==> src/gls_pkg.sv <==
// Shared constants, types and helpers for the grid line sensor model.
package gls_pkg;

  localparam int NUM_ELEMENTS_DEF = 8;
  localparam int MASK_W           = 8;
  localparam int POS_W            = 24;
  localparam int HEAD_W           = 16;
  localparam int OFS_W            = 12;
  localparam int PITCH_W          = 12;
  localparam int HW_W             = 11;
  localparam int LAT_W            = 13;
  localparam int TRIG_W           = 16;
  localparam int PROD_W           = 29;
  localparam int FINE_W           = 36;
  localparam int MM_W             = 21;
  localparam int REM_W            = PITCH_W + 1;
  localparam int CX_W             = 34;
  localparam int CZ_W             = 21;
  localparam int CORDIC_STEPS     = 16;
  localparam int CORDIC_PER_STAGE = 4;
  localparam int CORDIC_STAGES    = CORDIC_STEPS / CORDIC_PER_STAGE;
  localparam int LAT_CORDIC       = CORDIC_STAGES + 2;
  localparam int DIV_PER_STAGE    = 3;
  localparam int DIV_STAGES       = MM_W / DIV_PER_STAGE;
  localparam int LAT_LANE         = DIV_STAGES + 4;
  localparam int ELEM_FIRST       = -35;
  localparam int ELEM_SPACING     = 10;
  localparam int CORDIC_START     = 652032874;
  localparam int CFG_IDX_W        = 3;

  localparam logic signed [OFS_W-1:0] FWD_RST   = 12'sd200;
  localparam logic signed [OFS_W-1:0] LAT_RST   = -12'sd40;
  localparam logic [PITCH_W-1:0]      PITCH_RST = 12'd500;
  localparam logic [HW_W-1:0]         HW_RST    = 11'd15;

  typedef enum logic [CFG_IDX_W-1:0] {
    CFG_FWD_OFS = 3'd0,
    CFG_LAT_OFS = 3'd1,
    CFG_PITCH   = 3'd2,
    CFG_HALF_W  = 3'd3
  } cfg_idx_e;

  typedef struct packed {
    logic [PITCH_W-1:0]      pitch;
    logic [HW_W-1:0]         half_w;
    logic signed [REM_W-1:0] far_lim;
  } lane_cfg_t;

  function automatic logic signed [CZ_W-1:0] atan_f(input int i);
    case (i)
      0:       return CZ_W'(131072);
      1:       return CZ_W'(77376);
      2:       return CZ_W'(40884);
      3:       return CZ_W'(20753);
      4:       return CZ_W'(10417);
      5:       return CZ_W'(5213);
      6:       return CZ_W'(2607);
      7:       return CZ_W'(1304);
      8:       return CZ_W'(652);
      9:       return CZ_W'(326);
      10:      return CZ_W'(163);
      11:      return CZ_W'(81);
      12:      return CZ_W'(41);
      13:      return CZ_W'(20);
      14:      return CZ_W'(10);
      15:      return CZ_W'(5);
      default: return '0;
    endcase
  endfunction

  function automatic logic [REM_W-1:0] rem_step(input logic [REM_W-1:0] rem,
                                                input logic b,
                                                input logic [PITCH_W-1:0] pitch);
    logic [REM_W-1:0] t;
    t = {rem[REM_W-2:0], b};
    if (t >= {1'b0, pitch}) begin
      t = t - {1'b0, pitch};
    end
    return t;
  endfunction

endpackage

==> src/gls_cordic.sv <==
// Pipelined CORDIC giving Q1.15 cosine and sine of a binary-angle heading.
module gls_cordic
  import gls_pkg::*;
(
  input  logic                     clk_i,
  input  logic [HEAD_W-1:0]        heading_i,
  output logic signed [TRIG_W-1:0] cos_o,
  output logic signed [TRIG_W-1:0] sin_o
);

  logic [1:0]              quad_d;
  logic [HEAD_W-1:0]       hsum;
  logic [HEAD_W-1:0]       resid;
  logic signed [CZ_W-1:0]  z_init;

  logic signed [CX_W-1:0]  x_q [CORDIC_STAGES+1];
  logic signed [CX_W-1:0]  y_q [CORDIC_STAGES+1];
  logic signed [CZ_W-1:0]  z_q [CORDIC_STAGES+1];
  logic [1:0]              quad_q [CORDIC_STAGES+1];

  logic signed [TRIG_W-1:0] c_r, s_r, cos_d, sin_d, cos_q, sin_q;

  always_comb begin
    hsum   = heading_i + HEAD_W'(8192);
    quad_d = hsum[HEAD_W-1:HEAD_W-2];
    resid  = heading_i - {quad_d, {(HEAD_W-2){1'b0}}};
    z_init = {{(CZ_W-HEAD_W-4){resid[HEAD_W-1]}}, resid, 4'b0000};
  end

  always_ff @(posedge clk_i) begin
    x_q[0]    <= CX_W'(CORDIC_START);
    y_q[0]    <= '0;
    z_q[0]    <= z_init;
    quad_q[0] <= quad_d;
  end

  for (genvar s = 0; s < CORDIC_STAGES; s++) begin : g_stage
    logic signed [CX_W-1:0] x_n, y_n;
    logic signed [CZ_W-1:0] z_n;

    always_comb begin
      logic signed [CX_W-1:0] tx, ty, dx, dy;
      logic signed [CZ_W-1:0] tz;
      tx = x_q[s];
      ty = y_q[s];
      tz = z_q[s];
      for (int j = 0; j < CORDIC_PER_STAGE; j++) begin
        dx = ty >>> (s * CORDIC_PER_STAGE + j);
        dy = tx >>> (s * CORDIC_PER_STAGE + j);
        if (!tz[CZ_W-1]) begin
          tx = tx - dx;
          ty = ty + dy;
          tz = tz - atan_f(s * CORDIC_PER_STAGE + j);
        end else begin
          tx = tx + dx;
          ty = ty - dy;
          tz = tz + atan_f(s * CORDIC_PER_STAGE + j);
        end
      end
      x_n = tx;
      y_n = ty;
      z_n = tz;
    end

    always_ff @(posedge clk_i) begin
      x_q[s+1]    <= x_n;
      y_q[s+1]    <= y_n;
      z_q[s+1]    <= z_n;
      quad_q[s+1] <= quad_q[s];
    end
  end

  // Q.30 to Q1.15, half away from zero, clipped to +-32767
  function automatic logic signed [TRIG_W-1:0] to_q15(input logic signed [CX_W-1:0] v);
    logic [CX_W-1:0] m;
    logic [CX_W-1:0] r;
    m = v[CX_W-1] ? CX_W'(-v) : CX_W'(v);
    r = (m + CX_W'(16384)) >> 15;
    if (r > CX_W'(32767)) begin
      r = CX_W'(32767);
    end
    return v[CX_W-1] ? -TRIG_W'(r) : TRIG_W'(r);
  endfunction

  always_comb begin
    c_r = to_q15(x_q[CORDIC_STAGES]);
    s_r = to_q15(y_q[CORDIC_STAGES]);
    case (quad_q[CORDIC_STAGES])
      2'd1: begin
        cos_d = -s_r;
        sin_d = c_r;
      end
      2'd2: begin
        cos_d = -c_r;
        sin_d = -s_r;
      end
      2'd3: begin
        cos_d = s_r;
        sin_d = -c_r;
      end
      default: begin
        cos_d = c_r;
        sin_d = s_r;
      end
    endcase
  end

  always_ff @(posedge clk_i) begin
    cos_q <= cos_d;
    sin_q <= sin_d;
  end

  assign cos_o = cos_q;
  assign sin_o = sin_q;

endmodule

==> config.mk <==
export PLATFORM = sky130hd
export DESIGN_NAME = gls_cordic
export DESIGN_NICKNAME = d
export VERILOG_FILES = /design/src/gls_pkg.sv /design/src/gls_cordic.sv
export SDC_FILE = /design/constraint.sdc
export NUM_CORES = 2
export LEC_CHECK = 0
export ABC_AREA = 1
export CORE_MARGIN = 2
export CORE_UTILIZATION = 65
export CTS_CLUSTER_DIAMETER = 200
export CTS_CLUSTER_SIZE = 10
export DETAILED_ROUTE_END_ITERATION = 8
export DONT_BUFFER_PORTS = 1
export PLACE_DENSITY = 0.81
export SYNTH_ARGS = -nofsm -noshare
export SYNTH_HDL_FRONTEND = slang
export SYNTH_SLANG_ARGS = --single-unit
==> constraint.sdc <==
create_clock -name clk_i -period 13.4 [get_ports clk_i]
set_input_delay 1.34 -clock clk_i [delete_from_list [all_inputs] [get_ports clk_i]]
set_output_delay 1.34 -clock clk_i [all_outputs]
set_load 0.05 [all_outputs]
Word-level counts from Yosys, hierarchy flattened
Memory sizes are Yosys's and may differ from the RTL's.
Cells that the tools add are included.
{"block": "totals", "register_bits": 32, "mem_bits_rw": 455, "out_inout_bits": 32, "memories": 4}
{"memory": "x_q", "depth": 5, "word_bits": 34, "read_ports": 5, "rd_ports_with_merged_regs": 0, "write_ports": 5, "line": "gls_cordic.sv:16", "rtl": "logic signed [CX_W-1:0] x_q [CORDIC_STAGES+1];"}
{"memory": "y_q", "depth": 5, "word_bits": 34, "read_ports": 5, "rd_ports_with_merged_regs": 0, "write_ports": 5, "line": "gls_cordic.sv:17", "rtl": "logic signed [CX_W-1:0] y_q [CORDIC_STAGES+1];"}
{"memory": "z_q", "depth": 5, "word_bits": 21, "read_ports": 4, "rd_ports_with_merged_regs": 0, "write_ports": 5, "line": "gls_cordic.sv:18", "rtl": "logic signed [CZ_W-1:0] z_q [CORDIC_STAGES+1];"}
{"memory": "quad_q", "depth": 5, "word_bits": 2, "read_ports": 5, "rd_ports_with_merged_regs": 0, "write_ports": 5, "line": "gls_cordic.sv:19", "rtl": "logic [1:0] quad_q [CORDIC_STAGES+1];"}
{"block": "op_classes", "add_sub_neg": 105, "order_cmp": 2, "n_eq_ne": 3, "mux": 88}
{"cell": "2-to-1 mux 34 bit", "n": 34}
{"cell": "2-to-1 mux 21 bit", "n": 48}
{"cell": "adder 21 bit", "n": 16}
{"cell": "subtractor 21 bit", "n": 16}
{"cell": "one-hot mux 16 bit (3 select lines)", "n": 2}
{"cell": "adder 34 x 15 -> 34 bit, second input constant", "n": 2}
{"cell": "adder 34 x 19 -> 34 bit", "n": 2}
{"cell": "adder 34 x 20 -> 34 bit", "n": 2}
{"cell": "adder 34 x 21 -> 34 bit", "n": 2}
{"cell": "adder 34 x 22 -> 34 bit", "n": 2}
{"cell": "adder 34 x 23 -> 34 bit", "n": 2}
{"cell": "adder 34 x 24 -> 34 bit", "n": 2}
{"cell": "adder 34 x 25 -> 34 bit", "n": 2}
{"cell": "adder 34 x 26 -> 34 bit", "n": 2}
{"cell": "adder 34 x 27 -> 34 bit", "n": 2}
{"cell": "adder 34 x 28 -> 34 bit", "n": 2}
{"cell": "adder 34 x 29 -> 34 bit", "n": 2}
{"cell": "adder 34 x 30 -> 34 bit", "n": 2}
{"cell": "adder 34 x 31 -> 34 bit", "n": 2}
{"cell": "adder 34 x 32 -> 34 bit", "n": 2}
{"cell": "adder 34 x 33 -> 34 bit", "n": 2}
{"cell": "negator 34 bit", "n": 2}
{"cell": "subtractor 34 x 19 -> 34 bit", "n": 2}
{"cell": "subtractor 34 x 20 -> 34 bit", "n": 2}
{"cell": "other kinds (22)", "n": 44}

Logic depth before layout (Yosys ltp)
An unclocked memory read counts as a cell.
{"block": "depth", "depth_word": 13, "mapped_depth": 86}

Worst setup path after synthesis
Ideal clock, no wire load.
{"block": "synth_path", "path_type": "register -> register", "start": "memory z_q[2][20], in the netlist z_q[0][62]", "end": "memory x_q[3][32], in the netlist x_q[0][134]", "setup_ns": 0.127, "arrival_time_ns": 11.941, "setup_slack_ns": 1.332, "stages_incl_launch_ff": 76, "period_less_slack_ns": 12.068, "cell_sequence": "dfxtp_1 inv_1 clkbuf_1 clkbuf_1 ha_1 a21oi_1 nand2_1 nand2_1 o211ai_1 a21boi_1 o21ai_1 a21oi_1 o21bai_1 a21oi_2 clkinv_1 clkbuf_1 ha_1 nand2_1 [... 40 more ...] a21oi_1 o21ai_1 nand2_1 nand2_1 a21oi_1 inv_1 a21oi_1 inv_1 a21o_1 a21oi_1 o21ai_1 a21boi_0 o21ai_0 a21boi_1 o21ai_0 a21boi_1 o21ai_0 xor2_1"}
{"element": "start: declaration", "line": "gls_cordic.sv:18"}
{"element": "end: declaration", "line": "gls_cordic.sv:16"}

==> impl_metrics.csv <==
group,metric,value,unit
status,run_status,"complete, but fails checks",
status,violations,"DRC",
placement,io_buffers,0,
timing,finalCritPeriodShare,0.959,
critical_path,slowest_stage,"ha_1",
synthesis,synth_top_family_by_area,"simple AND/OR/NAND/NOR gates",
synthesis,synth_adder_area_share,0.188,
critical_path,cpPeakStageDelay,420,ps
critical_path,critPathArrivalTime,13410,ps
critical_path,worst-r2r-setup-slack,550,ps
clock_network,cts_tree,"yes",
critical_path,worst_r2r_path_depth,76,
synthesis,synth-seq-cells,390,
synthesis,synth_edf_count,0,
synthesis,netlist_top_cells_area,"ha_1 18%, nand2_1 12%, xor2_1 12%",
final_layout,area_delta_synth_final,6.33,%
global_routing,grt_use_total,0.405,
clock_network,root_buffer,"clkbuf_16",
placement,place_congestion,1.11,
clock_network,clockBufferDepth,3,
timing,fin_worst_skew,35.5,ps
clock_network,cts_made_buffers,44,
synthesis,synth_mux_area_frac,0.000236,
critical_path,crit_path_frequent_cell,"nand2_1",
global_routing,grt_pass1_wl,443000,um
drt,drtPass1Iterations,9,
global_routing,antenna_found_initial,4,
critical_path,cp_top_family,"simple AND/OR/NAND/NOR gates",
floorplan,io_pins,49,
timing,finalHoldViolCount,0,
global_routing,grt_pass1_vias,86600,
synthesis,synth.largest_area_cell,"ha_1",
drt,drt-total-wl,283000,um
synthesis,synth_compound_area_frac,0.185,
timing,tightest_slew,1010,ps
floorplan,row_count,132,
synthesis,yosys.area.top_type_share,0.179,
final_layout,finalNetCount,14900,
floorplan,start_util,0.655,
critical_path,worstPathRequired,13960,ps
floorplan,dieArea,133000,sq um
timing,relSlewSlack,0.310,
drt,initialDrtViolationCount,9377,
run,drv_cap,0,
synthesis,synth_area,84900,sq um
placement,hpwl,238000,um
synthesis,synthCells,13500,
clock_network,cts.clk_slew.worst_paths,60,ps
final_layout,post_route_cells_drive_above_1_share,0.0517,
floorplan,die_h,365,um
synthesis,synth-xor-area-share,0.171,
synthesis,synth-simple-area-share,0.274,
critical_path,crit_path_max_fanout,6,
synthesis,seq_area_frac_synth,0.0920,
timing,min_period,12850,ps
clock_network,htreeDepth,2,
drt,wl_per_cell,18.4,um
drt,num_vias,92600,
worst_hold_path,hp-start,"quad_q[0][4]",
drt,vias_per_cell,6.02,
critical_path,cp_num_cells,76,
synthesis,synth.avg_cell_area,6.27,sq um
synthesis,async_reset_ff_frac,0,
synthesis,synth_warnings,0,
critical_path,cp-startpoint,"y_q[0][115]",
critical_path,reg2reg_from,"y_q[0][115]",
synthesis,yosys.cell_types.count,84,
clock_network,clock-sinks,390,
critical_path,rr_endpoint,"y_q[0][168]",
critical_path,worst-path-buf-inv,12,
critical_path,critPathLaunchType,"flip-flop",
floorplan,core_area,129000,sq um
critical_path,worstSetupEndpointType,"flip-flop",
timing,finalSetupViolations,0,
critical_path,crit_path_end,"y_q[0][168]",
synthesis,synthFlopType,"dfxtp_1",
drt,drc,1,
timing,drv_slew,0,
final_layout,final_core_util,0.697,
timing,max_freq,77.8,MHz
drt,antenna_left,0,
floorplan,die_w,365,um
worst_hold_path,hold_path.class,"flip-flop to flip-flop",
critical_path,critPathKind,"flip-flop to flip-flop",
global_routing,grt_max_degree,59,
global_routing,grt_overflow_total,0,
clock_network,worstSkewPairLatency,670,ps
==> worst reg2reg max path, delay by kind of cell (launching register included) <==
family / cells / cell delay, ps
AND/OR/NAND/NOR: 30 / 4300
XOR/XNOR: 8 / 1620
buffers and inverters: 12 / 1250
adder cells (fa/ha/maj): 6 / 1940
AO/OA/AOI/OAI: 20 / 3250
flip-flops: 1 / 380
==> worst min path at each step <==
stage / slack (ps) / cells past startpoint / endpoint
after floorplan: 310 / 0 / quad_q[0][2]
after global routing: 330 / 0 / quad_q[0][6]
final: 330 / 0 / quad_q[0][6]
after CTS: 330 / 0 / quad_q[0][6]
after detailed placement: 310 / 0 / quad_q[0][8]
after global placement: 310 / 0 / quad_q[0][6]
==> logic make-up after synthesis <==
kind of cell / after synthesis
buffers and inverters: 2025
DFF: 390
muxes: 2
AOI/OAI and AO/OA: 2786
adders and majority gates: 1252
other: 1
and+or+nand+nor: 5424
xor gates and xnor gates: 1655
==> registers in the layout, indices dropped and copies added (netlist names) <==
| register | count |
|---|---|
| cos_o | 16 |
| z_q | 76 |
| quad_q | 10 |
| y_q | 136 |
| sin_o | 16 |
| x_q | 136 |
==> routing by layer <==
layer	GRT usage	vias to the layer above	share of wire
li1	-	45000	-
met1	0.507	42200	0.41
met2	0.672	4446	0.44
met3	0.0621	874	0.091
met4	0.202	6	0.055
met5	0	-	0.00013
==> final cells by class <==
cell class,count,area (sq um)
inverters,1914,7200
diodes,2,5.00
multi-input cells,11100,70700
fillers,11800,39200
clock inverters,2,40.0
well taps,1742,2180
clock buffers,45,1130
repair buffers,151,1170
flip-flops and latches,390,7810
==> cells in the mapped netlist (59+ instances only) <==
master / number
a21o_1: 82
a21oi_1: 1358
a31oi_1: 101
clkbuf_1: 70
dfxtp_1: 390
ha_1: 1215
inv_1: 1883
nand2_1: 2809
nand2_2: 71
nand3_1: 563
nand4_1: 192
nor2_1: 1262
nor3_1: 208
nor4_1: 59
o21a_1: 73
o21ai_0: 675
o21ai_1: 86
o21bai_1: 86
o31ai_1: 61
xnor2_1: 530
xor2_1: 1119
==> cells in the final DEF (no fill, tap or decap), drive strengths merged, types with 5 or more instances in the layout <==
master / instances
nand3: 585
o31ai: 61
xnor2: 533
nand2: 2888
nor4: 59
nand3b: 54
and2: 7
a21o: 82
clkbuf: 45
inv: 1906
or3: 5
a21boi: 56
a21oi: 1368
nor2: 1312
nor3b: 5
ha: 1215
a31oi: 101
a211oi: 33
o2111ai: 16
a41oi: 9
a2111oi: 5
buf: 151
clkinv: 8
a221oi: 12
nand4: 196
or2: 71
o21a: 73
a311oi: 6
o21ai: 770
fa: 37
o211ai: 53
o221ai: 25
xor2: 1122
nor3: 231
dfxtp: 390
o21bai: 89
==> metrics by stage <==
stage               hold slack (ps)  std cells  setup TNS, ps  area (sq um)  setup slack (ps)
finish                          325      15400              0         90200               549
global route                    329      15400           -487         90200              -110
CTS                             327      15300              0         88700              21.7
detailed placement              313      15300           -814         87500              -317
global placement                314      15300           -487         87500              -218
floorplan                       310      13500              0         84900              1330
==> repair_timing <==
| item | 4_1_cts | 5_1_grt |
|---|---|---|
| hold endpoints to repair | 0 | 0 |
| endpoints found under the setup margin | 4 | 68 |
| gates cloned | 0 | 0 |
| resized for setup | 6 | 276 |
| hold buffers | 0 | 0 |
| pin swaps | 0 | 38 |
| setup buffers | 0 | 33 |
Power is not shown: default switching activity piles up to over one toggle a cycle in this logic, so the estimate is an artifact.
